<file path="src/rtl/afsk_pkg.sv">
// Shared types, sizes and reset values for the AFSK NRZI bit-stuffing modulator.
// Depends on nothing; every other file imports it.
package afsk_pkg;

   // Sizing of the datapath.
   localparam int PHASE_WIDTH         = 24;
   localparam int TWIDDLE_WIDTH       = 18;
   localparam int MAX_SAMPLES_PER_BIT = 64;

   // Fraction bits of the twiddle and of the phasor.
   localparam int TW_FRAC = TWIDDLE_WIDTH - 2;
   localparam int PH_FRAC = PHASE_WIDTH - 1;

   // Fixed field widths.
   localparam int COEF_WIDTH      = 17;
   localparam int SPB_WIDTH       = 7;
   localparam int SAMPLE_WIDTH    = 16;
   localparam int CMD_WIDTH       = 2;
   localparam int BYTE_BITS       = 8;
   localparam int STUFF_RUN       = 5;
   localparam int ONES_WIDTH      = 3;
   localparam int CSR_DATA_WIDTH  = 17;
   localparam int CSR_INDEX_WIDTH = 3;

   // 32767 is 2^15 - 1, so the full-scale product is a shift and a subtract.
   localparam int FULL_SCALE_SHIFT = 15;

   // Counter widths.
   localparam int BITS_LEFT_WIDTH = $clog2(BYTE_BITS + 1);
   localparam int POS_WIDTH       = $clog2(MAX_SAMPLES_PER_BIT);
   localparam int CNT_WIDTH       = POS_WIDTH + 1;
   localparam int CMP_WIDTH       = (CNT_WIDTH > SPB_WIDTH) ? CNT_WIDTH : SPB_WIDTH;

   // Reset values of the registers and of the phasor.
   localparam logic [SPB_WIDTH-1:0]         SPB_RESET       = SPB_WIDTH'(40);
   localparam logic signed [COEF_WIDTH-1:0] TONE0_COS_RESET = COEF_WIDTH'(64729);
   localparam logic signed [COEF_WIDTH-1:0] TONE0_SIN_RESET = COEF_WIDTH'(10252);
   localparam logic signed [COEF_WIDTH-1:0] TONE1_COS_RESET = COEF_WIDTH'(62837);
   localparam logic signed [COEF_WIDTH-1:0] TONE1_SIN_RESET = COEF_WIDTH'(18614);
   localparam logic [PHASE_WIDTH-1:0] PHASE_IM_RESET =
      PHASE_WIDTH'(((64'd1 << PH_FRAC) * 64'd4) / 64'd5);

   // Command codes of an input word.
   typedef enum logic [CMD_WIDTH-1:0] {
      CMD_LOAD  = 2'd0,
      CMD_TICK  = 2'd1,
      CMD_CLEAR = 2'd2,
      CMD_NOP   = 2'd3
   } cmd_type;

   // Register indexes of the configuration port.
   typedef enum logic [CSR_INDEX_WIDTH-1:0] {
      REG_SPB       = 3'd0,
      REG_TONE0_COS = 3'd1,
      REG_TONE0_SIN = 3'd2,
      REG_TONE1_COS = 3'd3,
      REG_TONE1_SIN = 3'd4
   } csr_index_type;

   // One registered input word.
   typedef struct packed {
      logic                 valid;
      cmd_type              cmd;
      logic [BYTE_BITS-1:0] data_byte;
      logic                 stuff_enable;
   } req_item_type;

   // One tone's rotation step.
   typedef struct packed {
      logic signed [COEF_WIDTH-1:0] cos_val;
      logic signed [COEF_WIDTH-1:0] sin_val;
   } twiddle_type;

   // Sequencer to rotator control.
   typedef struct packed {
      logic rotate;
      logic tone_select;
   } rot_ctrl_type;

   // Sequencer flags for the result word.
   typedef struct packed {
      logic sample_valid;
      logic load_accepted;
      logic want_byte;
      logic underrun;
   } seq_status_type;

endpackage

</file>
<file path="src/rtl/afsk_req_reg.sv">
// Input register of the modulator: holds one request word until the core takes it.
// Depends on afsk_pkg.
module afsk_req_reg (
   input  logic                             clock,
   input  logic                             reset,
   input  logic                             req_valid,
   output logic                             req_ready,
   input  logic [afsk_pkg::CMD_WIDTH-1:0]   req_cmd,
   input  logic [afsk_pkg::BYTE_BITS-1:0]   req_data_byte,
   input  logic                             req_stuff_enable,
   input  logic                             take,
   output afsk_pkg::req_item_type           item
);
   import afsk_pkg::*;

   logic                 valid_ff;
   cmd_type              cmd_ff;
   logic [BYTE_BITS-1:0] data_byte_ff;
   logic                 stuff_enable_ff;

   // The register is free when empty or when its word leaves this cycle.
   assign req_ready = !valid_ff || take;

   // Occupancy.
   always_ff @(posedge clock) begin
      if (reset) begin
         valid_ff <= 1'b0;
      end else if (req_ready) begin
         valid_ff <= req_valid;
      end
   end

   // Payload.
   always_ff @(posedge clock) begin
      if (req_ready && req_valid) begin
         cmd_ff          <= cmd_type'(req_cmd);
         data_byte_ff    <= req_data_byte;
         stuff_enable_ff <= req_stuff_enable;
      end
   end

   assign item.valid        = valid_ff;
   assign item.cmd          = cmd_ff;
   assign item.data_byte    = data_byte_ff;
   assign item.stuff_enable = stuff_enable_ff;

endmodule

</file>
<file path="config.mk">
export PLATFORM = sky130hd
export DESIGN_NAME = afsk_req_reg
export DESIGN_NICKNAME = d
export VERILOG_FILES = /design/src/rtl/afsk_pkg.sv /design/src/rtl/afsk_req_reg.sv
export SDC_FILE = /design/constraint.sdc
export NUM_CORES = 1
export LEC_CHECK = 0
export ABC_AREA = 1
export BUFFER_PORTS_ARGS = -buffer_cell sky130_fd_sc_hd__buf_2
export CELL_PAD_IN_SITES_DETAIL_PLACEMENT = 1
export CELL_PAD_IN_SITES_GLOBAL_PLACEMENT = 2
export CORE_UTILIZATION = 22
export CTS_CLUSTER_SIZE = 24
export DETAILED_ROUTE_END_ITERATION = 10
export PLACE_DENSITY = 0.83
export SYNTH_ARGS = -nofsm -noshare
export SYNTH_HDL_FRONTEND = slang
export SYNTH_SLANG_ARGS = --single-unit
</file>
<file path="constraint.sdc">
create_clock -name clock -period 2.1 [get_ports clock]
set_clock_uncertainty 0.15 [all_clocks]
set_input_delay 0.42 -clock clock [delete_from_list [all_inputs] [get_ports clock]]
set_output_delay 0.42 -clock clock [all_outputs]
set_load 0.02 [all_outputs]
</file>
==> results.md <==
* Die Height at 44.3 um
* Drt first pass iters at 6
* Hold buffers post-CTS at 0
* Worst min path class: in2reg
* P per Cell Area at 836 nW/um2
* Starting density of the core at 24.6%
* Die X at 44.3 um
* Fin crit share at 67.6%
* LEAKAGE at 0.255 nW
* Biggest area consumer among synthesized cells: edfxtp_1
* Largest net degree at the start of global routing at 12
* Clock sinks at 12
* GRT overflow at 0
* Yosys top cell area share at 84.1%
* Compound-Gate Fraction of Synth Area at 3.50%
* I/O Pins at 28
* Post-Layout Inst Area at 577 um2
* #FFs+latches synth at 12
* Clock Tree Buf Depth at 2
* Area contributors post-synth: edfxtp_1 84%, dfxtp_1 5.1%, buf_4 3.8%
* Mux contribution to synthesized area at 0%
* Wire length of the first global-routing pass at 1260 um
* Fin util at 36.2%
* Vias/cell at 3.67
* Layout cells sized above 1 at 69.4%
* Post-synth net total at 34
* Setup repair bufs after CTS at 0
* Setup TNS at 0 ns
* Pre-CTS WS at 0.744 ns
* Final-report hold violation count at 0
* Core area at 1590 um2
* Crit Path Max Fanout at 3
* Least-Margin Pin Slew at 0.145 ns
* WS Path Type: reg2out
* DRT iter0 DRCs at 11
* Mean post-synth cell area at 20.7 um2
* CTS Buf Count at 3
* Pwr Total at 0.482 mW
* Final Setup Violations at 0
* Family with the most delay on the worst path: flip-flops
* Slew Limit Fails at 0
* CTS tree: built
* Routability Congestion at 0.674
* Crit path DAT at 0.85 ns
* H-Tree Depth at 1
* Status: finished, violations left
* Port-buffer cells at 27
* Sequential fraction of the synthesis area at 89.2%
* Ys Warns at 0
* Vias in the first global route at 286
* Critical Path Slowest Stage Cell: dfxtp_1
* DRT Wirelength at 781 um
* DR vias at 268
* RSZ-0062 raised after global routing: false
* Area share of xor/xnor cells in the synthesized design at 0%
* Hold slack at 0.160 ns
* Tot GR Track Use at 9.66%
* Post-synthesis simple-gate area fraction at 1.59%
* Synth cell types at 8
* Root Buffer: clkbuf_4
* Drt drc at 4
* Fin cells at 73
* Area Overhead vs Synth at 46.8%
* Max capacitance violation total at 0
* Headroom to the max-slew limit at 90.3%
* Final worst slack at 0.681 ns
* CTS resizes at 0
* Crit end category: output pin
* Worst-Skew Late Latency at 0.26 ns
* Inst Count DP at 69
* Rows at 14
* N_diodes at 0
* Antenna violations before repair at 0
* Routed len/inst at 10.7 um
* Failing checks: DRC
* Number of fillers in the final layout at 182
* Cells along the critical path: nand2_2, buf_2
* Nets at 65
* CP max stage delay at 0.36 ns
* Worst-path clk slew at 0.07 ns
* Crit start category: flop
* Largest family of logic cells by synthesized area: buffers and inverters
* Buf/Inv on CP at 1
* Minimum clock period at 1.42 ns
* Cell Area, Synth at 393 um2
* Post-Syn Instances at 19
* WP data required at 1.53 ns
* Max Fclk at 705 MHz
* Worst VDD drop at 0.328 mV
* ANT nets after route at 0
* Post-Synth Adder-Cell Area at 0%
* DIE AREA at 1960 um2
* Area post-placement at 551 um2
where the power goes:
| part | internal, mW | leakage, nW | switching, mW |
|---|---|---|---|
| logic | 0.0216 | 0.125 | 0.0347 |
| clock network | 0.0734 | 0.0150 | 0.0724 |
| registers | 0.277 | 0.115 | 0.00342 |
| total | 0.372 | 0.255 | 0.111 |
synth_stat cells:
| library cell | count |
|---|---|
| inv_1 | 1 |
| a21oi_2 | 1 |
| nand2_2 | 1 |
| a21oi_1 | 1 |
| dfxtp_1 | 1 |
| edfxtp_1 | 11 |
| buf_4 | 2 |
| inv_2 | 1 |
cells in the final DEF (no fill, tap or decap):
master,instances
a21oi_1,1
a21oi_2,1
buf_2,27
buf_4,1
clkbuf_1,1
clkbuf_4,3
dfxtp_1,1
edfxtp_1,11
inv_1,1
inv_2,1
nand2_2,1
state kept, by name (all words and copies together), names as in the netlist:
signal / cells
valid_ff: 1
stuff_enable_ff: 1
data_byte_ff: 8
cmd_ff: 2
worst paths after layout:
path	from	to	slack [ns]	depth (start not counted)
setup / recovery	valid_ff$_SDFFE_PP0P_	req_ready	0.68	2
setup reg to reg	valid_ff$_SDFFE_PP0P_	data_byte_ff[0]$_DFFE_PP_	0.97	2
hold reg to reg	valid_ff$_SDFFE_PP0P_	valid_ff$_SDFFE_PP0P_	0.34	2
hold / removal	reset	valid_ff$_SDFFE_PP0P_	0.16	2
kinds of logic after synthesis:
group / count (synthesis)
simple gates: 1
compound gates: 2
flops: 12
buf+inv: 4
metal layers:
| layer | share of wire [%] | wire length [um] | vias up | track usage [%] |
|---|---|---|---|---|
| met4 | 0.77 | 6 | 0 | 7.27 |
| li1 | - | - | 125 | - |
| met3 | 22 | 169 | 2 | 7.35 |
| met5 | 0 | 0 | - | 0 |
| met2 | 38 | 298 | 27 | 12.6 |
| met1 | 39 | 306 | 114 | 10.4 |
layout make-up:
class | instances | area (um2) | area share [%]
clock buffers | 4 | 26.3 | 4.56
inverters | 2 | 7.51 | 1.30
flip-flops and latches | 12 | 350 | 60.7
multi-input cells | 3 | 20.0 | 3.47
repair buffers | 28 | 143 | 24.7
well taps | 24 | 30.0 | 5.21
worst reg2reg max path, delay by kind of cell, from the launching register on:
kind | cells | cell delay [ns]
buffers and inverters | 1 | 0.21
DFF | 1 | 0.33
AOI/OAI and AO/OA | 1 | 0.14
Power figures use the tool's default switching activity.
