## src/rtl/afsk_pkg.sv

```systemverilog
// Shared types, sizes and reset values for the AFSK NRZI bit-stuffing modulator.
// Depends on nothing; every other file imports it.
package afsk_pkg;

   // Sizing of the datapath.
   localparam int PHASE_WIDTH         = 24;
   localparam int TWIDDLE_WIDTH       = 18;
   localparam int MAX_SAMPLES_PER_BIT = 64;

   // Fraction bits of the twiddle and of the phasor.
   localparam int TW_FRAC = TWIDDLE_WIDTH - 2;
   localparam int PH_FRAC = PHASE_WIDTH - 1;

   // Fixed field widths.
   localparam int COEF_WIDTH      = 17;
   localparam int SPB_WIDTH       = 7;
   localparam int SAMPLE_WIDTH    = 16;
   localparam int CMD_WIDTH       = 2;
   localparam int BYTE_BITS       = 8;
   localparam int STUFF_RUN       = 5;
   localparam int ONES_WIDTH      = 3;
   localparam int CSR_DATA_WIDTH  = 17;
   localparam int CSR_INDEX_WIDTH = 3;

   // 32767 is 2^15 - 1, so the full-scale product is a shift and a subtract.
   localparam int FULL_SCALE_SHIFT = 15;

   // Counter widths.
   localparam int BITS_LEFT_WIDTH = $clog2(BYTE_BITS + 1);
   localparam int POS_WIDTH       = $clog2(MAX_SAMPLES_PER_BIT);
   localparam int CNT_WIDTH       = POS_WIDTH + 1;
   localparam int CMP_WIDTH       = (CNT_WIDTH > SPB_WIDTH) ? CNT_WIDTH : SPB_WIDTH;

   // Reset values of the registers and of the phasor.
   localparam logic [SPB_WIDTH-1:0]         SPB_RESET       = SPB_WIDTH'(40);
   localparam logic signed [COEF_WIDTH-1:0] TONE0_COS_RESET = COEF_WIDTH'(64729);
   localparam logic signed [COEF_WIDTH-1:0] TONE0_SIN_RESET = COEF_WIDTH'(10252);
   localparam logic signed [COEF_WIDTH-1:0] TONE1_COS_RESET = COEF_WIDTH'(62837);
   localparam logic signed [COEF_WIDTH-1:0] TONE1_SIN_RESET = COEF_WIDTH'(18614);
   localparam logic [PHASE_WIDTH-1:0] PHASE_IM_RESET =
      PHASE_WIDTH'(((64'd1 << PH_FRAC) * 64'd4) / 64'd5);

   // Command codes of an input word.
   typedef enum logic [CMD_WIDTH-1:0] {
      CMD_LOAD  = 2'd0,
      CMD_TICK  = 2'd1,
      CMD_CLEAR = 2'd2,
      CMD_NOP   = 2'd3
   } cmd_type;

   // Register indexes of the configuration port.
   typedef enum logic [CSR_INDEX_WIDTH-1:0] {
      REG_SPB       = 3'd0,
      REG_TONE0_COS = 3'd1,
      REG_TONE0_SIN = 3'd2,
      REG_TONE1_COS = 3'd3,
      REG_TONE1_SIN = 3'd4
   } csr_index_type;

   // One registered input word.
   typedef struct packed {
      logic                 valid;
      cmd_type              cmd;
      logic [BYTE_BITS-1:0] data_byte;
      logic                 stuff_enable;
   } req_item_type;

   // One tone's rotation step.
   typedef struct packed {
      logic signed [COEF_WIDTH-1:0] cos_val;
      logic signed [COEF_WIDTH-1:0] sin_val;
   } twiddle_type;

   // Sequencer to rotator control.
   typedef struct packed {
      logic rotate;
      logic tone_select;
   } rot_ctrl_type;

   // Sequencer flags for the result word.
   typedef struct packed {
      logic sample_valid;
      logic load_accepted;
      logic want_byte;
      logic underrun;
   } seq_status_type;

endpackage

```

## src/rtl/afsk_rotator.sv

```systemverilog
// Phasor rotator: holds the Q1.23 phasor, rotates it by the selected tone step,
// and scales the new real part to an audio sample. Depends on afsk_pkg.
module afsk_rotator (
   input  logic                                    clock,
   input  logic                                    reset,
   input  afsk_pkg::rot_ctrl_type                  rot_ctrl,
   input  afsk_pkg::twiddle_type                   tone0,
   input  afsk_pkg::twiddle_type                   tone1,
   output logic signed [afsk_pkg::SAMPLE_WIDTH-1:0] sample
);
   import afsk_pkg::*;

   localparam int PROD_W  = COEF_WIDTH + PHASE_WIDTH;
   localparam int SUM_W   = PROD_W + 1;
   localparam int SHIFT_W = SUM_W - TW_FRAC;
   localparam int SMP_W   = PHASE_WIDTH + FULL_SCALE_SHIFT + 1;

   logic signed [PHASE_WIDTH-1:0] phase_re_ff, phase_re_in;
   logic signed [PHASE_WIDTH-1:0] phase_im_ff, phase_im_in;

   twiddle_type               tw;
   logic signed [PROD_W-1:0]  p_cr, p_si, p_ci, p_sr;
   logic signed [SUM_W-1:0]   sum_re, sum_im;
   logic signed [SHIFT_W-1:0] sh_re, sh_im;
   logic signed [SMP_W-1:0]   smp_prod, smp_biased;

   // Clamp a shifted product sum to the phasor range.
   function automatic logic signed [PHASE_WIDTH-1:0] sat_phase(
      input logic signed [SHIFT_W-1:0] v
   );
      logic [SHIFT_W-PHASE_WIDTH:0] top;
      top = v[SHIFT_W-1:PHASE_WIDTH-1];
      if ((&top) || !(|top)) begin
         return v[PHASE_WIDTH-1:0];
      end else if (v[SHIFT_W-1]) begin
         return {1'b1, {(PHASE_WIDTH-1){1'b0}}};
      end else begin
         return {1'b0, {(PHASE_WIDTH-1){1'b1}}};
      end
   endfunction

   assign tw = rot_ctrl.tone_select ? tone1 : tone0;

   // Complex multiply by the tone step, floored to Q1.23 and saturated.
   assign p_cr   = tw.cos_val * phase_re_ff;
   assign p_si   = tw.sin_val * phase_im_ff;
   assign p_ci   = tw.cos_val * phase_im_ff;
   assign p_sr   = tw.sin_val * phase_re_ff;
   assign sum_re = SUM_W'(p_cr) - SUM_W'(p_si);
   assign sum_im = SUM_W'(p_ci) + SUM_W'(p_sr);
   assign sh_re  = SHIFT_W'(sum_re >>> TW_FRAC);
   assign sh_im  = SHIFT_W'(sum_im >>> TW_FRAC);

   assign phase_re_in = sat_phase(sh_re);
   assign phase_im_in = sat_phase(sh_im);

   // Sample is 32767 times the real part, truncated toward zero.
   assign smp_prod   = (SMP_W'(phase_re_in) <<< FULL_SCALE_SHIFT) - SMP_W'(phase_re_in);
   assign smp_biased = smp_prod
                       + {{(SMP_W-PH_FRAC){1'b0}}, {PH_FRAC{smp_prod[SMP_W-1]}}};
   assign sample     = SAMPLE_WIDTH'(smp_biased >>> PH_FRAC);

   // Phasor state advances only on an emitted sample.
   always_ff @(posedge clock) begin
      if (reset) begin
         phase_re_ff <= '0;
         phase_im_ff <= PHASE_IM_RESET;
      end else if (rot_ctrl.rotate) begin
         phase_re_ff <= phase_re_in;
         phase_im_ff <= phase_im_in;
      end
   end

   a_phase_hold: assert property (@(posedge clock) disable iff (reset)
      !rot_ctrl.rotate |=> $stable(phase_re_ff) && $stable(phase_im_ff))
      else $error("phasor moved without an emitted sample");

endmodule

```

## config.mk

```make
export PLATFORM = sky130hd
export DESIGN_NAME = afsk_rotator
export DESIGN_NICKNAME = d
export VERILOG_FILES = /design/src/rtl/afsk_pkg.sv /design/src/rtl/afsk_rotator.sv
export SDC_FILE = /design/constraint.sdc
export NUM_CORES = 2
export LEC_CHECK = 0
export BUFFER_PORTS_ARGS = -buffer_cell sky130_fd_sc_hd__buf_2
export CAP_MARGIN = 40
export CORE_UTILIZATION = 25
export CTS_BUF_LIST = sky130_fd_sc_hd__clkbuf_4 sky130_fd_sc_hd__clkbuf_8
export DETAILED_ROUTE_END_ITERATION = 8
export HOLD_SLACK_MARGIN = 0.02
export PLACE_DENSITY = 0.47
export SYNTH_ARGS = -nofsm -noshare
export SYNTH_HDL_FRONTEND = slang
export SYNTH_SLANG_ARGS = --single-unit
```

## constraint.sdc

```tcl
create_clock -name clock -period 39.9 [get_ports clock]
set_clock_uncertainty 0.2 [all_clocks]
set_input_delay 7.98 -clock clock [delete_from_list [all_inputs] [get_ports clock]]
set_output_delay 7.98 -clock clock [all_outputs]
set_load 0.01 [all_outputs]
```

==> qor.csv <==
stage,metric,value,unit
outcome,outcome,finished with violations,
outcome,violations_in_the_final_reports,DRC,
clocking,tritoncts,built,
clocking,cts_htree_levels,2,
synthesis,synth_cells,6909,
placement,gp_congestion,0.863,
layout,filler_cell_count,27100,
timing,max_slew_margin,38.0,%
synthesis,yosys_register_bits,48,
routing,postRouteAntennaNets,0,
routing,drtIter0Drc,2487,
synthesis,most_frequent_cell_after_synthesis,fa_1,
timing,timing.setup.tns,0,ns
setup_path,startpoint_type,input pin,
placement,place.detailed.instances,10100,
grt,grt_antenna_before_repair,5,
clocking,worstSkewPairLatency,0.39,ns
timing,max_freq,0.0317,GHz
clocking,numCtsBuffers,5,
routing,routed_wirelength,177,mm
routing,routedWlPerCell,17.6,um
placement,place_hpwl,139,mm
floorplanning,die_y,505,um
synthesis,synth.cell_area,63300,um2
clocking,cts_buffer_depth,2,
synthesis,ys_seq_area_share,1.52,%
timing,grt_setup_unrepaired,false,
synthesis,synth_edf_count,0,
layout,final_net_count,8942,
timing,worst_pin_slew,0.921,ns
timing,finalSetupViolations,0,
routing,drc,24,
timing,timing_max_transition_violations_final,0,
floorplanning,num_io_pins,88,
synthesis,postSynthNetCount,9130,
synthesis,yosys-top-cells-count,"fa_1 (1781), inv_1 (1753), nand2_1 (974), and2_1 (566), ha_1 (368)",
floorplanning,core.rowCount,184,
layout,final_cell_count_without_fillers,10100,
routing,drt-vias-per-instance,4.37,
synthesis,synth_async_sr_flop_share,0,%
clocking,clk_transition_reported_paths,0.12,ns
routing,detailroute.via_count,44000,
setup_path,worstSetupEndpointType,output port,
layout,area.growth.synth_to_final,6.66,%
timing,hold_violations,0,
layout,layout_cell_share_with_drive_strength_beyond_1,4.55,%
clocking,post-cts-setup-buffers,0,
floorplanning,fp.dieArea,255000,um2
setup_path,cp_slowest_stage_delay,0.80,ns
setup_path,timing.critical_path.required,31.72,ns
grt,grt_pass1_vias,49800,
setup_path,worstPathBufferInverterCount,12,
setup_path,crit_path_category,input pin to output port,
synthesis,synth.distinct_cells,81,
synthesis,synth_top_cell_by_area,fa_1,
grt,grt_pass1_wl,290,mm
floorplanning,initial_utilization,25.2,%
synthesis,synth.area.top_cells,"fa_1 (56%), inv_1 (10%), ha_1 (7.3%)",
timing,finalCritPeriodShare,79.1,%
setup_path,worstPathMaxFanout,30,
grt,grt_use_total,14.5,%
clocking,hold_buffers_post_cts,0,
synthesis,ys.flop_type,dfxtp_1,
synthesis,syn-mean-instance-area,9.16,um2
setup_path,cpMaxStageDelayCell,a2111oi_1,
synthesis,synth_top_area_share,56.4,%
run,cap_viol_max_count,0,
setup_path,timing.critical_path.arrival,23.39,ns
hold_path,worst_hold_check_path_type,flip-flop to flip-flop,
timing,timing.final.crit_period,31.57,ns
floorplanning,floorplan_core_area,251000,um2
setup_path,cp_top_family,adder cells,
clocking,clockRootBuffer,clkbuf_8,
routing,drt_pass1_iterations,8,
clocking,post_cts_resize_count,0,
grt,largest_net_degree_at_the_start_of_global_routing,50,
placement,placement.io_buffers,87,
grt,grt_remaining_overflow,0,
floorplanning,fp.dieW,505,um
setup_path,critical_path.most_common_cell,fa_1,
synthesis,synthesis.yosys.warnings,0,
clocking,tritoncts_num_sinks,48,
## flip-flops by register name (all words and copies together) (netlist names)
signal,count
phase_im_ff,24
phase_re_ff,24
## placed cells by master, fill, tap and decap left out, types with 48 or more instances in the layout
cell type  netlist  routed
xnor2_1        102     102
nor2_1         159     159
o21ai_0         64      64
dfxtp_1         48      48
buf_4            0     101
nand2_1        974     974
inv_1         1753    1753
buf_2            3      87
a21oi_1        123     123
and2_1         566     566
fa_1          1781    1781
ha_1           368     368
nor2b_1         98      98
## layout make-up
class / instances / area, um2 / area share, %
Clock inverter: 1 / 30.0 / 0.0445
Timing Repair Buffer: 194 / 1330 / 1.97
Sequential cell: 48 / 961 / 1.42
Multi-Input combinational cell: 4718 / 54300 / 80.4
Tap cell: 3348 / 4190 / 6.21
Inverter: 1754 / 6580 / 9.76
Clock buffer: 7 / 96.3 / 0.143
Antenna cell: 3 / 7.51 / 0.0111
## worst min-delay path: stages, from the launching register on
cell and delay, ns:
dfxtp_1 0.34, nor2_1 0.08, a311oi_1 0.05
## cell families (layout without fill, tap and decap cells)
group	after synthesis	in the layout	share of synthesized area, %
flops	48	48	1.52
fa+ha+maj	2149	2149	63.6
other cells	0	3	0
compound gates	377	377	3.89
xor+xnor	129	129	1.81
buf+inv	2143	1956	12.7
simple gates	2004	2004	15.4
mux	59	59	1.03
## path summary, 6_finish.rpt
kind	start	slack, ns	cells past startpoint	endpoint
max	rot_ctrl[0]	8.33	53	sample[13]
min	phase_re_ff[9]	0.30	2	phase_re_ff[9]
max reg2reg	phase_im_ff[19]	29.39	29	phase_re_ff[21]
min reg2reg	phase_re_ff[9]	0.30	2	phase_re_ff[9]
## metal layers
metal,global-route usage [%],share of wire (%)
met1,20.1,45
met2,25.0,49
met3,1.20,4.6
met4,2.37,1.6
met5,0,0
## metrics by stage
step	hold WS (ns)	instance area [um2]	util, %	setup WS [ns]
after detailed placement	0.283	67300	26.8	8.61
after floorplan	0.312	63300	-	10.54
after global routing	0.325	67500	26.8	7.28
after global placement	0.277	67200	26.7	7.56
final	0.300	67500	26.8	8.33
after CTS	0.299	67500	26.8	8.55
Power is left out: the tool's default activity adds up to more than one toggle a clock period on the data nets, which glitch-free logic cannot reach.
