==> src/rtl/afsk_pkg.sv <==
// Shared types, sizes and reset values for the AFSK NRZI bit-stuffing modulator.
// Depends on nothing; every other file imports it.
package afsk_pkg;

   // Sizing of the datapath.
   localparam int PHASE_WIDTH         = 24;
   localparam int TWIDDLE_WIDTH       = 18;
   localparam int MAX_SAMPLES_PER_BIT = 64;

   // Fraction bits of the twiddle and of the phasor.
   localparam int TW_FRAC = TWIDDLE_WIDTH - 2;
   localparam int PH_FRAC = PHASE_WIDTH - 1;

   // Fixed field widths.
   localparam int COEF_WIDTH      = 17;
   localparam int SPB_WIDTH       = 7;
   localparam int SAMPLE_WIDTH    = 16;
   localparam int CMD_WIDTH       = 2;
   localparam int BYTE_BITS       = 8;
   localparam int STUFF_RUN       = 5;
   localparam int ONES_WIDTH      = 3;
   localparam int CSR_DATA_WIDTH  = 17;
   localparam int CSR_INDEX_WIDTH = 3;

   // 32767 is 2^15 - 1, so the full-scale product is a shift and a subtract.
   localparam int FULL_SCALE_SHIFT = 15;

   // Counter widths.
   localparam int BITS_LEFT_WIDTH = $clog2(BYTE_BITS + 1);
   localparam int POS_WIDTH       = $clog2(MAX_SAMPLES_PER_BIT);
   localparam int CNT_WIDTH       = POS_WIDTH + 1;
   localparam int CMP_WIDTH       = (CNT_WIDTH > SPB_WIDTH) ? CNT_WIDTH : SPB_WIDTH;

   // Reset values of the registers and of the phasor.
   localparam logic [SPB_WIDTH-1:0]         SPB_RESET       = SPB_WIDTH'(40);
   localparam logic signed [COEF_WIDTH-1:0] TONE0_COS_RESET = COEF_WIDTH'(64729);
   localparam logic signed [COEF_WIDTH-1:0] TONE0_SIN_RESET = COEF_WIDTH'(10252);
   localparam logic signed [COEF_WIDTH-1:0] TONE1_COS_RESET = COEF_WIDTH'(62837);
   localparam logic signed [COEF_WIDTH-1:0] TONE1_SIN_RESET = COEF_WIDTH'(18614);
   localparam logic [PHASE_WIDTH-1:0] PHASE_IM_RESET =
      PHASE_WIDTH'(((64'd1 << PH_FRAC) * 64'd4) / 64'd5);

   // Command codes of an input word.
   typedef enum logic [CMD_WIDTH-1:0] {
      CMD_LOAD  = 2'd0,
      CMD_TICK  = 2'd1,
      CMD_CLEAR = 2'd2,
      CMD_NOP   = 2'd3
   } cmd_type;

   // Register indexes of the configuration port.
   typedef enum logic [CSR_INDEX_WIDTH-1:0] {
      REG_SPB       = 3'd0,
      REG_TONE0_COS = 3'd1,
      REG_TONE0_SIN = 3'd2,
      REG_TONE1_COS = 3'd3,
      REG_TONE1_SIN = 3'd4
   } csr_index_type;

   // One registered input word.
   typedef struct packed {
      logic                 valid;
      cmd_type              cmd;
      logic [BYTE_BITS-1:0] data_byte;
      logic                 stuff_enable;
   } req_item_type;

   // One tone's rotation step.
   typedef struct packed {
      logic signed [COEF_WIDTH-1:0] cos_val;
      logic signed [COEF_WIDTH-1:0] sin_val;
   } twiddle_type;

   // Sequencer to rotator control.
   typedef struct packed {
      logic rotate;
      logic tone_select;
   } rot_ctrl_type;

   // Sequencer flags for the result word.
   typedef struct packed {
      logic sample_valid;
      logic load_accepted;
      logic want_byte;
      logic underrun;
   } seq_status_type;

endpackage

==> src/rtl/afsk_bit_seq.sv <==
// Bit sequencer: holding register, HDLC zero insertion, NRZI tone and sample pacing.
// Depends on afsk_pkg.
module afsk_bit_seq (
   input  logic                             clock,
   input  logic                             reset,
   input  logic                             fire,
   input  afsk_pkg::req_item_type           item,
   input  logic [afsk_pkg::SPB_WIDTH-1:0]   samples_per_bit,
   output afsk_pkg::rot_ctrl_type           rot_ctrl,
   output afsk_pkg::seq_status_type         status
);
   import afsk_pkg::*;

   logic [BYTE_BITS-1:0]       bit_shift_ff,     bit_shift_in;
   logic [BITS_LEFT_WIDTH-1:0] bits_left_ff,     bits_left_in;
   logic                       stuff_latched_ff, stuff_latched_in;
   logic                       stuff_pending_ff, stuff_pending_in;
   logic [ONES_WIDTH-1:0]      ones_count_ff,    ones_count_in;
   logic                       tone_select_ff,   tone_select_in;
   logic                       bit_active_ff,    bit_active_in;
   logic [POS_WIDTH-1:0]       sample_pos_ff,    sample_pos_in;

   logic                  have_bit;
   logic                  tx_bit;
   logic [ONES_WIDTH-1:0] ones_inc;
   logic [CMP_WIDTH-1:0]  spb_ext;
   logic [CMP_WIDTH-1:0]  spb_eff;
   logic [CNT_WIDTH-1:0]  pos_inc;

   // Clamp the configured bit length to the supported range.
   always_comb begin
      spb_ext = CMP_WIDTH'(samples_per_bit);
      priority if (spb_ext == '0) begin
         spb_eff = CMP_WIDTH'(1);
      end else if (spb_ext > CMP_WIDTH'(MAX_SAMPLES_PER_BIT)) begin
         spb_eff = CMP_WIDTH'(MAX_SAMPLES_PER_BIT);
      end else begin
         spb_eff = spb_ext;
      end
   end

   // Next state and result flags for the word in the input register.
   always_comb begin
      bit_shift_in     = bit_shift_ff;
      bits_left_in     = bits_left_ff;
      stuff_latched_in = stuff_latched_ff;
      stuff_pending_in = stuff_pending_ff;
      ones_count_in    = ones_count_ff;
      tone_select_in   = tone_select_ff;
      bit_active_in    = bit_active_ff;
      sample_pos_in    = sample_pos_ff;
      have_bit         = 1'b0;
      tx_bit           = 1'b0;
      ones_inc         = ones_count_ff + ONES_WIDTH'(1);
      pos_inc          = CNT_WIDTH'(sample_pos_ff) + CNT_WIDTH'(1);
      status           = '0;
      rot_ctrl.rotate  = 1'b0;

      unique case (item.cmd)
         CMD_LOAD: begin
            if (bits_left_ff == '0 && !stuff_pending_ff) begin
               bit_shift_in         = item.data_byte;
               bits_left_in         = BITS_LEFT_WIDTH'(BYTE_BITS);
               stuff_latched_in     = item.stuff_enable;
               status.load_accepted = 1'b1;
            end
         end
         CMD_CLEAR: begin
            ones_count_in = '0;
         end
         CMD_TICK: begin
            // At a bit boundary pick the next bit: stuffed zero first, then data.
            if (!bit_active_ff) begin
               priority if (stuff_pending_ff) begin
                  stuff_pending_in = 1'b0;
                  have_bit         = 1'b1;
               end else if (bits_left_ff != '0) begin
                  tx_bit       = bit_shift_ff[0];
                  bit_shift_in = bit_shift_ff >> 1;
                  bits_left_in = bits_left_ff - BITS_LEFT_WIDTH'(1);
                  have_bit     = 1'b1;
                  if (stuff_latched_ff && tx_bit) begin
                     if (ones_inc == ONES_WIDTH'(STUFF_RUN)) begin
                        stuff_pending_in = 1'b1;
                        ones_count_in    = '0;
                     end else begin
                        ones_count_in = ones_inc;
                     end
                  end
                  if (!tx_bit) begin
                     ones_count_in = '0;
                  end
               end else begin
                  status.underrun = 1'b1;
               end
               // A zero bit flips the NRZI tone.
               if (have_bit) begin
                  if (!tx_bit) begin
                     tone_select_in = !tone_select_ff;
                  end
                  pos_inc = CNT_WIDTH'(1);
               end
            end
            // Emit one sample while a bit is on the air.
            if (bit_active_ff || have_bit) begin
               rot_ctrl.rotate     = 1'b1;
               status.sample_valid = 1'b1;
               if (CMP_WIDTH'(pos_inc) >= spb_eff) begin
                  sample_pos_in = '0;
                  bit_active_in = 1'b0;
               end else begin
                  sample_pos_in = POS_WIDTH'(pos_inc);
                  bit_active_in = 1'b1;
               end
            end
         end
         default: begin
         end
      endcase

      rot_ctrl.rotate      = rot_ctrl.rotate && fire;
      rot_ctrl.tone_select = tone_select_in;
      status.want_byte     = (bits_left_in == '0) && !stuff_pending_in;
   end

   // Control state.
   always_ff @(posedge clock) begin
      if (reset) begin
         bit_shift_ff     <= '0;
         bits_left_ff     <= '0;
         stuff_latched_ff <= 1'b0;
         stuff_pending_ff <= 1'b0;
         ones_count_ff    <= '0;
         tone_select_ff   <= 1'b0;
         bit_active_ff    <= 1'b0;
         sample_pos_ff    <= '0;
      end else if (fire) begin
         bit_shift_ff     <= bit_shift_in;
         bits_left_ff     <= bits_left_in;
         stuff_latched_ff <= stuff_latched_in;
         stuff_pending_ff <= stuff_pending_in;
         ones_count_ff    <= ones_count_in;
         tone_select_ff   <= tone_select_in;
         bit_active_ff    <= bit_active_in;
         sample_pos_ff    <= sample_pos_in;
      end
   end

   // A pending stuffed zero always follows a run that reset the ones counter.
   a_pending_ones_clear: assert property (@(posedge clock) disable iff (reset)
      stuff_pending_ff |-> ones_count_ff == '0)
      else $error("ones counter nonzero while a stuffed zero is pending");

   a_bits_left_range: assert property (@(posedge clock) disable iff (reset)
      bits_left_ff <= BITS_LEFT_WIDTH'(BYTE_BITS))
      else $error("bits left exceeds one byte");

   a_pos_idle_zero: assert property (@(posedge clock) disable iff (reset)
      !bit_active_ff |-> sample_pos_ff == '0)
      else $error("sample position nonzero between bits");

endmodule

==> config.mk <==
export PLATFORM = sky130hd
export DESIGN_NAME = afsk_bit_seq
export DESIGN_NICKNAME = d
export VERILOG_FILES = /design/src/rtl/afsk_pkg.sv /design/src/rtl/afsk_bit_seq.sv
export SDC_FILE = /design/constraint.sdc
export NUM_CORES = 1
export LEC_CHECK = 0
export BUFFER_PORTS_ARGS = -buffer_cell sky130_fd_sc_hd__buf_2
export CORE_MARGIN = 2
export CORE_UTILIZATION = 35
export DETAILED_ROUTE_END_ITERATION = 7
export PLACE_DENSITY = 0.63
export SYNTH_ARGS = -nofsm -noshare
export SYNTH_HDL_FRONTEND = slang
export SYNTH_SLANG_ARGS = --single-unit
==> constraint.sdc <==
create_clock -name clock -period 3.3 [get_ports clock]
set_input_delay 0.66 -clock clock [delete_from_list [all_inputs] [get_ports clock]]
set_output_delay 0.66 -clock clock [all_outputs]
set_load 0.02 [all_outputs]
==> flow_results.org, run 1 <==
** Setup path
- Top cell family by delay on the critical path :: simple AND/OR/NAND/NOR gates
- Cells along the critical path :: inv_1 -> ha_1 -> or4b_1 -> nor3_1 -> nor2_1 -> nor4bb_1 -> buf_2
- The setup path with the least slack is of type flop to primary output.
- Worst-path cell with the longest stage delay :: sky130_fd_sc_hd__or4b_1
- Counting buffers and inverters, the worst setup path is 7 cells deep.
- Capture point of the worst reg-to-reg path :: sample_pos_ff[4]$_SDFFE_PP0P_
- Required time of the critical path :: ~2.6 ns
- Along the worst path, the maximum fanout reaches 9.
- The critical path starts at bits_left_ff[0]$_SDFFE_PP0P_.
- The startpoint identified for the worst register-to-register timing path is bits_left_ff[0]$_SDFFE_PP0P_.
- Number of buffer and inverter instances along the worst setup path :: 2
- Sort of element at the end of the critical path :: primary output
- CP endpoint :: status[1]
- Crit path largest cell delay :: ~0.55 ns
- Counting cells, the worst reg-to-reg path comes to 11.
- Setup slack on the worst reg-to-reg path comes out at approximately 0.40 ns.
- The worst setup path is launched from a flop.
- For the worst setup path, the data arrival time is approximately 2.4 ns.

** Routing
- The first TritonRoute pass finished after 4 iterations.
- Vias/cell :: roughly 5.2
- Dividing the detail-routed wire length by the instance count gives 12.1 microns.
- Antenna Nets Post-Route :: 0
- After the first detailed-routing iteration, the DRC count stood at 58.
- The final layout contains routed wiring with a total length of 3660 microns.
- For this run, design rule violations remaining after detail routing come to 0.
- The detailed router placed ~1.6k vias in this run.

** Synth
- Predominant post-synthesis flop cell :: sky130_fd_sc_hd__dfxtp_1
- Summing the sequential cell areas from Yosys gives just under 30% of the chip area.
- The most common cell in the synthesized netlist is sky130_fd_sc_hd__nand2_1.
- The mapped netlist covers between 0.0015 and 0.002 sq mm.
- A synthesized cell averages a little under 8 sq um.
- In the post-synthesis netlist, the biggest area contributors are sky130_fd_sc_hd__dfxtp_1 (29%), sky130_fd_sc_hd__ha_1 (8.0%), sky130_fd_sc_hd__nand2_1 (6.3%).
- Number of enable flip-flop cells after synthesis :: 0
- After synthesis, the netlist uses 50 different library cells.
- Number of synthesized register bits :: 25
- In this run the biggest area consumer among cell types represents between 20% and 30% of the synthesized area.
- After synthesis, the most frequently instantiated cells are sky130_fd_sc_hd__nand2_1 (29), sky130_fd_sc_hd__nor2_1 (26), sky130_fd_sc_hd__dfxtp_1 (25).
- Syn nets :: 252
- For this run, the number of Yosys warnings is 0.
- Synth async-reset ratio :: 0%
- Synthesis produced 219 cells.
- sky130_fd_sc_hd__dfxtp_1 takes more of the synthesized area than any other cell.

** Clocking
- Counting every sink on the clock net gives 25.
- After clock tree synthesis, the repair step resized 0 gates.
- CTS built an H-tree with a depth of 1.
- Buffers inserted to repair hold after CTS numbered 0.
- Clock root buffer :: sky130_fd_sc_hd__clkbuf_8
- Clock latency on the worst-skew pair :: around 0.28 ns
- Number of buffers inserted during clock tree synthesis :: 3
- TritonCTS clock tree :: done
- After clock tree synthesis, the clock-pin slew on the worst setup and hold paths is 0.09 ns.
- Number of buffers on the longest clock path :: 2
- Post-CTS timing repair inserted 0 buffers for setup.

** Die
- Std-Cell Core Area :: between 0.004 and 0.005 sq mm
- Die Footprint :: 0.00550 sq mm
- Initial core utilization :: 36.5%
- Total I/O pin count :: 28
- The floorplan step set the die width to approximately 74 microns.
- Die extent in y :: roughly 74 microns
- Row generation in the floorplan step produced 25 rows.

** Place
- Estimated wirelength of the detail-placed design :: 2630 microns
- In this run the cell area measured after placement is approximately 0.0019 sq mm.
- Number of I/O port buffers :: 26
- Routability-driven placement finished with a final weighted congestion of approximately 0.74.

** Power and ir drop
- For this design the static power due to leakage is between 0.0007 and 0.0008 uW.
- Peak supply drop :: around 190 uV
- Power per cell area :: 343 mW/mm^2

** Timing
- Final TNS setup :: 0 ns
- Total count of hold-check failures in the final report :: 0
- RSZ-0062 raised after global routing :: false
- Derived from the worst setup path, the maximum achievable clock frequency is 0.331 GHz.
- The final count of pins violating max slew was 0.
- Final Skew :: 0.00379 ns
- Setup violations remaining at the end of the flow were counted as 0.
- The worst path uses just over 90% of the clock period.
- Time the worst path needs with I/O delays and setup :: approximately 3.0 ns
- Relative slew margins :: about 57%
- At the pin with the least slew margin, the transition time is 0.644 ns.

** Worst hold path
- Class of the worst hold path :: flop to flop
- The worst hold path passes through 2 cells.

** Global routing
- Maximum number of pins on one net before global-route repair :: 33
- For this run, the total global-route usage over all layers was measured as between 10% and 20%.
- Grt ovf :: 0
- Initial antenna violation count :: 0
- Wire length of the first global-routing pass :: 6180 microns
- The number of global-route vias before repair is between 1k and 1.5k.

** Final layout
- After the last flow step, the layout net total stands at approximately 270.
- Compared with the post-synthesis result, the final layout area differs by 12.1%.
- Share of layout cells above drive strength 1 :: 18.1%
- The filler cells instantiated in the layout total ~510.
- The number of antenna diodes in the final layout is 0.
- Final Instance Area :: 0.00193 sq mm

** Run status
- Status :: completed

** Run
- The tool flagged a number of max-cap violations equal to 0.
[registers in the layout, summed over array words and instances, names as in the netlist]
| signal | flops |
|---|---|
| bit_active_ff | 1 |
| bit_shift_ff | 8 |
| bits_left_ff | 4 |
| ones_count_ff | 3 |
| sample_pos_ff | 6 |
| stuff_latched_ff | 1 |
| stuff_pending_ff | 1 |
| tone_select_ff | 1 |
[metrics by stage]
stage / power, uW / setup slack, ns / hold slack, ns / utilization [%] / instances
CTS: 671 / 0.264 / 0.484 / 40.8 / 304
floorplan: 440 / 0.127 / 0.446 / - / 219
global placement: 477 / 0.508 / 0.461 / 39.9 / 300
global route: 694 / 0.0578 / 0.503 / 40.8 / 304
finish: 662 / 0.276 / 0.478 / 40.8 / 304
detailed placement: 479 / 0.448 / 0.470 / 39.9 / 300
[layout by cell type (no fill, tap or decap), types with 2 or more instances in the layout]
master	netlist	final
sky130_fd_sc_hd__nor3_1	5	5
sky130_fd_sc_hd__a311oi_2	3	3
sky130_fd_sc_hd__dfxtp_1	25	25
sky130_fd_sc_hd__a21oi_1	11	11
sky130_fd_sc_hd__mux2i_1	3	3
sky130_fd_sc_hd__a311oi_1	4	4
sky130_fd_sc_hd__nand2_1	29	29
sky130_fd_sc_hd__nor2_1	26	26
sky130_fd_sc_hd__o21ai_0	6	6
sky130_fd_sc_hd__nand3b_1	6	6
sky130_fd_sc_hd__nor3b_1	3	3
sky130_fd_sc_hd__o31ai_1	3	3
sky130_fd_sc_hd__nand2b_1	5	5
sky130_fd_sc_hd__xnor2_1	2	2
sky130_fd_sc_hd__a211oi_1	2	2
sky130_fd_sc_hd__inv_1	9	9
sky130_fd_sc_hd__ha_1	11	11
sky130_fd_sc_hd__or2_2	2	2
sky130_fd_sc_hd__nand4_1	2	2
sky130_fd_sc_hd__xor2_1	5	5
sky130_fd_sc_hd__buf_2	6	26
sky130_fd_sc_hd__nand3_1	9	9
sky130_fd_sc_hd__nor4b_1	2	2
sky130_fd_sc_hd__nor4_1	3	3
sky130_fd_sc_hd__buf_4	1	3
sky130_fd_sc_hd__clkbuf_8	0	3
sky130_fd_sc_hd__o41ai_1	3	3
sky130_fd_sc_hd__nor2b_1	3	3
sky130_fd_sc_hd__or3_1	2	2
[worst min-delay path by stage]
stage	startpoint	endpoint	slack, ns
finish	bit_shift_ff[7]$_SDFFE_PP0P_	bit_shift_ff[7]$_SDFFE_PP0P_	0.48
global route	bit_shift_ff[4]$_SDFFE_PP0P_	bit_shift_ff[3]$_SDFFE_PP0P_	0.50
CTS	bit_shift_ff[3]$_SDFFE_PP0P_	bit_shift_ff[2]$_SDFFE_PP0P_	0.48
detailed placement	bit_shift_ff[3]$_SDFFE_PP0P_	bit_shift_ff[2]$_SDFFE_PP0P_	0.47
global placement	bit_shift_ff[7]$_SDFFE_PP0P_	bit_shift_ff[7]$_SDFFE_PP0P_	0.46
floorplan	bit_shift_ff[7]$_SDFFE_PP0P_	bit_shift_ff[7]$_SDFFE_PP0P_	0.45
[where the power goes]
| part | switching, uW | total, uW | internal (uW) |
|---|---|---|---|
| combinational | 85.8 | 146 | 60.2 |
| clock | 106 | 190 | 84.8 |
| sequential | 12.7 | 325 | 312 |
[per-layer routing]
| layer | vias up | wire length, microns | GRT usage, % |
|---|---|---|---|
| met2 | 26 | 1690 | 25.0 |
| li1 | 820 | - | - |
| met5 | - | 0 | 0 |
| met3 | 4 | 107 | 2.17 |
| met1 | 720 | 1830 | 17.2 |
| met4 | 0 | 40 | 4.24 |
[cells by family after synthesis]
logic type	count (synthesis)	synth area share, %
AO/OA/AOI/OAI	44	18.9
AND/OR/NAND/NOR	105	32.4
adder cells (fa/ha/maj)	11	7.99
multiplexers	3	1.74
buffers and inverters	24	6.32
flip-flops	25	29.1
XOR/XNOR	7	3.56
[cell type report]
type | count | area (sq um) | share of cell area, %
clock inverters | 1 | 5.00 | 0.259
clock buffers | 3 | 41.3 | 2.14
inverters | 9 | 33.8 | 1.75
multi-input cells | 170 | 1110 | 57.7
repair buffers | 29 | 153 | 7.91
flip-flops and latches | 25 | 500 | 25.9
well taps | 67 | 83.8 | 4.35
[worst register-to-register path, delay by kind of cell (launching register included)]
kind	cells	cell delay [ns]
AO/OA/AOI/OAI	4	0.75
adder cells (fa/ha/maj)	2	0.57
buffers and inverters	1	0.11
flip-flops	1	0.35
AND/OR/NAND/NOR	4	1.01
(Power assumes the default switching activity.)
==> run 2, diff against run 1 <==
- BUFFER_PORTS_ARGS: -buffer_cell sky130_fd_sc_hd__buf_2 -> not set
- DONT_BUFFER_PORTS: not set -> 1
- PLACE_DENSITY: 0.63 -> 0.58
==> run 2 against run 1 <==
Net effect: fmax is 1.2% lower; sequential power hardly changed; final cell count is 7.2% lower; critical path depth is 1 higher; global-route usage is 0.59 points lower; largest cell class unchanged; non-clock buffer count is 22 lower; wire length is 3.4% lower; clock skew is 0.0013 ns lower.
==> flow_results.org, run 2 (synthesis gave the netlist of run 1 again) <==
** Worst hold path
- In this run the most critical hold path is launched from reset.
- Number of cells traversed by the worst hold path :: 1
- Class of the worst hold path :: input port to flop
- For hold timing, the worst endpoint is bit_shift_ff[7]$_SDFFE_PP0P_.

** Die
- Number of placement rows :: 25
- DIE WIDTH :: between 70 and 80 microns
- Die extent in y :: between 70 and 80 microns
- Total I/O pin count :: 28
- The core region is ~0.0047 sq mm.
- Die Footprint :: between 0.005 and 0.006 sq mm
- The initial utilization of the core area, before any placement, comes to between 30 and 40%.

** Timing
- The number of failing hold endpoints at the final stage came to 0.
- RSZ-0062 raised after global routing :: false
- Max-slew violation count :: 0
- For the final database, setup skew stands at ~0.0025 ns.
- Relative slew margins :: ~55%
- Dividing the final minimum period by the clock period gives approximately 90%.
- Setup total negative slack on the finished layout was measured at 0 ns.
- Time the worst path needs with I/O delays and setup :: 3.06 ns
- For the pin with the worst max-slew slack, the measured transition is about 0.68 ns.
- Hold slack final :: roughly 0.45 ns
- Timing-limited maximum frequency :: 0.327 GHz
- Setup violations remaining at the end of the flow were counted as 0.

** Final layout
- Most common cell after layout, fill and taps aside :: sky130_fd_sc_hd__nand2_1
- bit_shift_ff holds more flip-flops than any other register.
- Share of layout cells above drive strength 1 :: under 10%
- Number of nets in the layout :: between 200 and 250
- Growth of design area from synthesis to finish :: 6.25%
- In the final layout, the registers with the most flip-flops are bit_shift_ff (8), sample_pos_ff (6), bits_left_ff (4).
- 0 antenna diodes ended up in the layout.
- Once layout is complete, the cells apart from fillers number around 280.
- After routing the design area is 0.00183 sq mm.
- Flip-flop count of the largest register, all copies and words added :: 8
- Commonest non-fill, non-tap cells in the layout :: sky130_fd_sc_hd__nand2_1 (29), sky130_fd_sc_hd__nor2_1 (26), sky130_fd_sc_hd__dfxtp_1 (25), sky130_fd_sc_hd__a21oi_1 (11), sky130_fd_sc_hd__ha_1 (11)

** Setup path
- STA classifies the critical path endpoint as a primary output.
- Start-to-end type of the worst setup path :: flop to primary output
- In this run the critical register-to-register path is captured at sample_pos_ff[2]$_SDFFE_PP0P_.
- R2R depth :: 11
- Startpoint of the worst register-to-register path :: bits_left_ff[0]$_SDFFE_PP0P_
- Cells along the critical path :: inv_1 -> ha_1 -> buf_4 -> or4b_1 -> nor3_1 -> nor2_1 -> nor4bb_1 -> buf_4
- By instance count, the cell type seen most on the critical path is sky130_fd_sc_hd__buf_4.
- For this design, the slowest cell found on the critical path is sky130_fd_sc_hd__or4b_1.
- STA classifies the critical path startpoint as a flop.
- Crit path largest cell delay :: about 0.49 ns
- Data arrival time of the critical path :: approximately 2.4 ns
- Setup slack on the worst reg-to-reg path comes out at approximately 0.48 ns.
- Required time of the critical path :: 2.64 ns
- Of all nets on the critical path, the largest fanout is 8.

** Clocking
- No sink is reached through more buffers than the 2 on the longest clock path.
- After clock tree synthesis, the setup repair step added 0 buffers.
- CTS built an H-tree with a depth of 1.
- TritonCTS built the clock tree.
- After clock tree synthesis, the clock-pin slew on the worst setup and hold paths is 0.09 ns.
- Clock root buffer :: sky130_fd_sc_hd__clkbuf_8
- For the worst-skew pair, the clock arrives at the later sink with an insertion delay of 0.27 ns.
- Number of buffers inserted during clock tree synthesis :: 3
- For this design, the sink count on the clock tree is 25.
- After clock tree synthesis, the flow added hold-fix buffers numbering 0.
- Count of cells resized by post-cts repair :: 0

** Global routing
- The first global-routing pass estimated 5910 microns of wire.
- Global routing used 13.4% of the available tracks across all layers.
- Initial antenna violation count :: 0
- Via count of the first global-routing pass :: ~1.3k
- Summed over all layers, the global routing overflow is 0.
- Maximum number of pins on one net before global-route repair :: 33

** Routing
- Count of routing violations after the opening detailed-route iteration :: just over 90
- The count of nets left with antenna violations once routing finished came out at 0.
- Length of the first detailed-routing pass in iterations :: 4
- After detailed routing, the average wire length per cell comes to between 10 and 15 microns.
- Summing over every cut layer, the via total after detailed routing is about 1.5k.
- Dividing the detail-routed via count by the number of cells gives between 5 and 6.
- Total Routed Length :: 3540 microns
- In the routed design, unresolved DRC markers number 0.

** Power and ir drop
- The analysis attributes to cell leakage a power of around 0.0007 uW.
- Pwr Total :: roughly 630 uW
- Peak supply drop :: roughly 140 uV
- Power per cell area :: approximately 350 mW/mm^2

** Place
- Summing all placed instances gives a cell area of between 0.0015 and 0.002 sq mm.
- Final GP Congestion :: just over 0.8
- Detailed placement ended at an HPWL of roughly 2600 microns.
- Total placed cells including tap cells :: about 280
- Number of I/O port buffers :: 0

** Run status
- The run finished with clean final reports.

** Run
- Max-cap violations :: 0
[run 2: worst max-delay path, delay by kind of cell, from the launching register on]
kind / cells / cell delay (ns)
DFF: 1 / 0.35
and+or+nand+nor: 4 / 1.13
adders and majority gates: 1 / 0.19
buffers and inverters: 3 / 0.46
[run 2: power by group]
group | switching [uW] | total (uW) | internal, uW | leakage (uW)
Combinational | 71.0 | 125 | 54.4 | 0.000456
Sequential | 12.8 | 325 | 312 | 0.000203
Clock | 98.7 | 183 | 84.4 | 0.0000255
[run 2: through the flow]
| stage | utilization [%] | setup slack (ns) |
|---|---|---|
| finish | 38.7 | 0.239 |
| global route | 38.7 | 0.104 |
| CTS | 38.7 | 0.240 |
| detailed placement | 37.7 | 0.501 |
| global placement | 37.7 | 0.512 |
| floorplan | - | 0.127 |
[run 2: cell type report]
cell class	count	area [sq um]
clock buffer	3	41.3
clock inverter	1	5.00
fill	491	2890
inverter	9	33.8
multi-input combinational	170	1110
sequential	25	500
tap	67	83.8
timing repair buffer	7	52.6
[run 2: layer usage]
layer  routed length [microns]  part of all wire [%]  vias to the layer above  track usage (%)
li1                          -                     -                      773                -
met1                      1790                    51                      672             19.5
met2                      1560                    44                       31             20.2
met3                       168                   4.7                        2             2.44
met4                        20                  0.56                        0             3.64
met5                         0                     0                        -                0
[run 2: worst max path at each step]
stage          slack, ns                    startpoint                       endpoint  depth (start not counted)
2_1_floorplan       0.13  bits_left_ff[0]$_SDFFE_PP0P_                      status[1]                          6
3_3_place_gp        0.51  bits_left_ff[0]$_SDFFE_PP0P_                      status[1]                          8
3_5_place_dp        0.50  bits_left_ff[0]$_SDFFE_PP0P_  sample_pos_ff[2]$_SDFFE_PP0P_                         11
4_1_cts             0.24  bits_left_ff[0]$_SDFFE_PP0P_                      status[1]                          8
5_1_grt             0.10  bits_left_ff[0]$_SDFFE_PP0P_                      status[1]                          8
6_report            0.24  bits_left_ff[0]$_SDFFE_PP0P_                      status[1]                          8
